==> config.mk <==
export PLATFORM = sky130hd
export DESIGN_NAME = suks_dup_scan
export DESIGN_NICKNAME = d
export VERILOG_FILES = /design/src/hdl/sorted_unique_key_set_macros.svh /design/src/hdl/suks_pkg.sv /design/src/hdl/suks_dup_scan.sv
export SDC_FILE = /design/constraint.sdc
export NUM_CORES = 1
export LEC_CHECK = 0
export BUFFER_PORTS_ARGS = -buffer_cell sky130_fd_sc_hd__clkbuf_2
export CORE_ASPECT_RATIO = 0.6
export CORE_UTILIZATION = 25
export DETAILED_ROUTE_END_ITERATION = 8
export PLACE_DENSITY = 0.44
export SKIP_LAST_GASP = 1
export SYNTH_ARGS = -nofsm -noshare
export SYNTH_HDL_FRONTEND = slang
export SYNTH_SLANG_ARGS = --single-unit
export TNS_END_PERCENT = 100
==> constraint.sdc <==
create_clock -name clk -period 2.1 [get_ports clk]
set_clock_uncertainty 0.15 [all_clocks]
set_input_delay 0.21 -clock clk [delete_from_list [all_inputs] [get_ports clk]]
set_output_delay 0.21 -clock clk [all_outputs]
set_load 0.01 [all_outputs]
==> src/hdl/sorted_unique_key_set_macros.svh <==
// Assertion macros for the sorted unique key set.
`ifndef SORTED_UNIQUE_KEY_SET_MACROS_SVH
`define SORTED_UNIQUE_KEY_SET_MACROS_SVH

// Same-cycle implication, sampled on clk, off while rst_n is low.
`define SUKS_ASSERT_IMPL(lbl, pre, post, msg) \
  lbl: assert property (@(posedge clk) disable iff (!rst_n) (pre) |-> (post)) else $error(msg);

// Next-cycle implication, sampled on clk, off while rst_n is low.
`define SUKS_ASSERT_NEXT(lbl, pre, post, msg) \
  lbl: assert property (@(posedge clk) disable iff (!rst_n) (pre) |=> (post)) else $error(msg);

`endif

==> src/hdl/suks_pkg.sv <==
// Shared types, codes and defaults for the sorted unique key set.
package suks_pkg;

  localparam int CAPACITY_DEF  = 64;
  localparam int KEY_WIDTH_DEF = 32;
  localparam int SCAN_LANES    = 32;

  localparam int IN_KEY_W  = 32;
  localparam int OUT_KEY_W = 32;
  localparam int COUNT_W   = 7;

  localparam logic [1:0] ACT_INSERT    = 2'd0;
  localparam logic [1:0] ACT_EXTRACT   = 2'd1;
  localparam logic [1:0] ACT_CLEAR     = 2'd2;
  localparam logic [1:0] ACT_CLEAR_ALT = 2'd3;

  localparam logic [2:0] ST_INSERTED  = 3'd0;
  localparam logic [2:0] ST_DUPLICATE = 3'd1;
  localparam logic [2:0] ST_FULL      = 3'd2;
  localparam logic [2:0] ST_EXTRACTED = 3'd3;
  localparam logic [2:0] ST_EMPTY     = 3'd4;
  localparam logic [2:0] ST_CLEARED   = 3'd5;

  typedef logic [1:0] cell_op_t;

  localparam cell_op_t CELL_HOLD = 2'd0;
  localparam cell_op_t CELL_CMP  = 2'd1;
  localparam cell_op_t CELL_INS  = 2'd2;
  localparam cell_op_t CELL_POP  = 2'd3;

  typedef struct packed {
    logic done;
    logic dup;
  } scan_stat_t;

endpackage

==> src/hdl/suks_dup_scan.sv <==
// Duplicate scanner: ORs the captured match flags a group of lanes per cycle.
module suks_dup_scan #(
  parameter int CAPACITY = suks_pkg::CAPACITY_DEF
) (
  input  logic                   clk,
  input  logic                   rst_n,
  input  logic                   start,
  input  logic [CAPACITY-1:0]    flags,
  output suks_pkg::scan_stat_t   stat
);
  import suks_pkg::*;

  localparam int LANE   = (CAPACITY < SCAN_LANES) ? CAPACITY : SCAN_LANES;
  localparam int PASSES = (CAPACITY + LANE - 1) / LANE;
  localparam int SCAN_W = PASSES * LANE;
  localparam int PW     = (PASSES > 1) ? $clog2(PASSES) : 1;

  logic [SCAN_W-1:0] vec_r, vec_nxt, pad;
  logic [PW-1:0]     pass_r, pass_nxt;
  logic              busy_r, busy_nxt;
  logic              done_r, done_nxt;
  logic              dup_r, dup_nxt;

  always_comb begin
    pad = '0;
    pad[CAPACITY-1:0] = flags;
  end

  always_comb begin
    vec_nxt  = vec_r;
    pass_nxt = pass_r;
    busy_nxt = busy_r;
    done_nxt = 1'b0;
    dup_nxt  = dup_r;
    if (start) begin
      vec_nxt  = pad;
      pass_nxt = '0;
      busy_nxt = 1'b1;
      dup_nxt  = 1'b0;
    end else if (busy_r) begin
      dup_nxt  = dup_r | (|vec_r[LANE-1:0]);
      vec_nxt  = vec_r >> LANE;
      pass_nxt = pass_r + 1'b1;
      if (pass_r == PW'(PASSES - 1)) begin
        busy_nxt = 1'b0;
        done_nxt = 1'b1;
      end
    end
  end

  always_ff @(posedge clk) begin
    if (!rst_n) begin
      busy_r <= 1'b0;
      done_r <= 1'b0;
    end else begin
      busy_r <= busy_nxt;
      done_r <= done_nxt;
    end
    vec_r  <= vec_nxt;
    pass_r <= pass_nxt;
    dup_r  <= dup_nxt;
  end

  assign stat.done = done_r;
  assign stat.dup  = dup_r;

endmodule

==> results.sh <==
export IMPL_p_total_mw=3.42
export IMPL_ant_nets=0
export IMPL_yosys_register_bits=68
export IMPL_seq_area_um2=2000
export IMPL_vias=1516
export IMPL_crit_arrival_ns=1.39
export IMPL_synth_net_count=228
export IMPL_min_to="vec_r[43]"
export IMPL_min_period_ns=1.54
export IMPL_layout_nets=310
export IMPL_worstHoldPathType="in -> reg"
export IMPL_syn_cell_area_um2=2750
export IMPL_yosysWarnings=0
export IMPL_drtPass1Iterations=4
export IMPL_p_leak_nw=1.45
export IMPL_cpLargestDelayFamily="flip-flops"
export IMPL_slew_viol_final=0
export IMPL_timing_rr_start="busy_r"
export IMPL_die_w_um=137
export IMPL_synthCells=161
export IMPL_crit_chain="or2_2 > buf_4"
export IMPL_numCtsBuffers=9
export IMPL_clk_latency_ns=0.33
export IMPL_drive_gt1_share_pct=49.2
export IMPL_crit_required_ns=1.95
export IMPL_setup_viol=0
export IMPL_rows=29
export IMPL_die_h_um=83.2
export IMPL_clk_pin_slew_worst_paths_ns=0.05
export IMPL_gp_congestion=0.660
export IMPL_maxSlewHeadroom_pct=69.8
export IMPL_worstMarginPinSlew_ns=0.454
export IMPL_grt_ovfl_total=0
export IMPL_fin_setup_tns_ns=0
export IMPL_clock_path_buffers=2
export IMPL_cts_root_buf="clkbuf_16"
export IMPL_min_period_over_period_pct=73.4
export IMPL_wirelength_um=5150
export IMPL_max_freq_mhz=649
export IMPL_die_area_um2=11400
export IMPL_reg2reg_slack_ns=0.56
export IMPL_powerDensity_nw_per_um2=939
export IMPL_vdd_drop_max_uv=439
export IMPL_core_um2=10600
export IMPL_synth_cell_types=21
export IMPL_cts_tree="yes"
export IMPL_initial_core_util_pct=25.9
export IMPL_areaGrowthSynthToFinish_pct=32.4
export IMPL_worstPathMaxFanout=23
export IMPL_hpwl_um=3400
export IMPL_drc=0
export IMPL_cts_sinks=68
export IMPL_crit_buf_inv=1
export IMPL_crit_slowest_cell="dfxtp_1"
export IMPL_cts_resized=0
export IMPL_seq_area_frac_synth_pct=72.8
export IMPL_grt_pass1_vias=1537
export IMPL_cts_hold_buffers=9
export IMPL_run_status="finished clean"
export IMPL_antenna_found_initial=0
export IMPL_max_cap_violations=0
export IMPL_drt_vias_per_instance=3.92
export IMPL_r2r_cells=2
export IMPL_grt_first_pass_wirelength_um=7960
export IMPL_syn_avg_cell_area_um2=17.1
export IMPL_grt_max_degree=46
export IMPL_reg2reg_to="vec_r[10]"
export IMPL_hold_depth=2
export IMPL_final_hold_viol_count=0
export IMPL_endpoint_kind="register"
export IMPL_grt_util_all_layers_pct=9.88
export IMPL_drtIter0Drc=84
export IMPL_start_kind="register"
export IMPL_hold_start="flags[43]"
export IMPL_pin_count=69
export IMPL_path_class="reg -> reg"
export IMPL_post_cts_setup_buffers=0
export IMPL_wl_per_cell_um=13.3
export IMPL_portBuffers=68
export IMPL_rsz0062_at_grt="false"
export IMPL_htree_levels=3
export IMPL_nFillCells=1048
export IMPL_critPathMaxStageDelay_ns=0.38
export IMPL_multiInputGateArea_um2=691
export IMPL_num_antenna_cells=0
where the power goes:
group | leakage [nW] | switching, mW | internal, mW
registers | 0.698 | 0.0336 | 1.63
logic | 0.601 | 0.105 | 0.140
clock network | 0.155 | 0.538 | 0.974
cells by family (layout without fill, tap and decap cells):
family	count (synthesis)	after routing	share of synthesized area, %
buffers and inverters	10	97	2.09
xor gates and xnor gates	1	1	0.319
DFF	68	68	72.8
muxes	32	32	13.1
and+or+nand+nor	48	48	11.1
AOI/OAI and AO/OA	2	2	0.592
worst reg2reg max path, stage by stage, from the launching register on:
cell and delay [ns]:
dfxtp_1 0.38, or2_2 0.31, buf_4 0.36
routing by layer:
| metal | global-route usage [%] | wire (µm) | part of all wire, % |
|---|---|---|---|
| met5 | 0 | 0 | 0 |
| met4 | 5.09 | 84 | 1.6 |
| met3 | 5.07 | 433 | 8.4 |
| met2 | 12.6 | 1980 | 39 |
| met1 | 13.4 | 2650 | 51 |
stage by stage:
step	hold slack, ns	instances	cell area [µm²]	setup WS (ns)	utilization (%)
detailed placement	0.290	362	3250	0.528	30.6
CTS	0.0000610	387	3640	0.539	34.3
floorplan	0.178	161	2750	0.189	-
global placement	0.288	362	3250	0.553	30.6
finish	0.0128	387	3640	0.560	34.3
global route	0.000950	387	3640	0.458	34.3
cells in the mapped netlist (all sizes together):
| master | instances | area share [%] |
|---|---|---|
| nor4 | 6 | 1.4 |
| nor3 | 2 | 0.55 |
| a311oi | 1 | 0.32 |
| and4 | 1 | 0.32 |
| nor2 | 2 | 0.27 |
| and2 | 32 | 7.3 |
| mux2 | 32 | 13 |
| and4b | 1 | 0.36 |
| or4 | 1 | 0.27 |
| dfxtp | 4 | 2.9 |
| o21a | 1 | 0.27 |
| nor2b | 1 | 0.23 |
| and3 | 1 | 0.23 |
| xnor2 | 1 | 0.32 |
| clkbuf | 3 | 0.41 |
| or2 | 1 | 0.23 |
| buf | 7 | 1.7 |
| edfxtp | 64 | 70 |
cell usage in the layout (no fill, tap or decap), types with 2 or more instances in the layout:
| cell | count |
|---|---|
| clkinv_2 | 4 |
| and2_1 | 32 |
| edfxtp_1 | 64 |
| dlygate4sd3_1 | 9 |
| buf_4 | 3 |
| clkbuf_2 | 68 |
| clkbuf_8 | 2 |
| clkbuf_16 | 9 |
| mux2_2 | 32 |
| nor2_1 | 2 |
| nor4_1 | 6 |
| dfxtp_1 | 4 |
how the worst max path moves through the flow:
stage	startpoint	end	cells past startpoint	slack (ns)
after global placement	start	vec_r[11]	3	0.55
final	busy_r	vec_r[10]	2	0.56
after floorplan	start	vec_r[0]	3	0.19
after CTS	busy_r	vec_r[21]	2	0.54
after global routing	busy_r	vec_r[53]	2	0.46
after detailed placement	start	vec_r[16]	3	0.53
registers in the layout (all words and copies together) (netlist names):
register and cells:
busy_r 1, done_r 1, dup_r 1, vec_r 64
pass_r 1
cell type report:
cell class	count	area share, %
timing repair buffer	81	13.0
multi-input combinational	83	19.0
clock buffer	11	6.94
tap	139	4.78
sequential	68	55.0
clock inverter	5	1.37
Power figures use the tool's default switching activity.
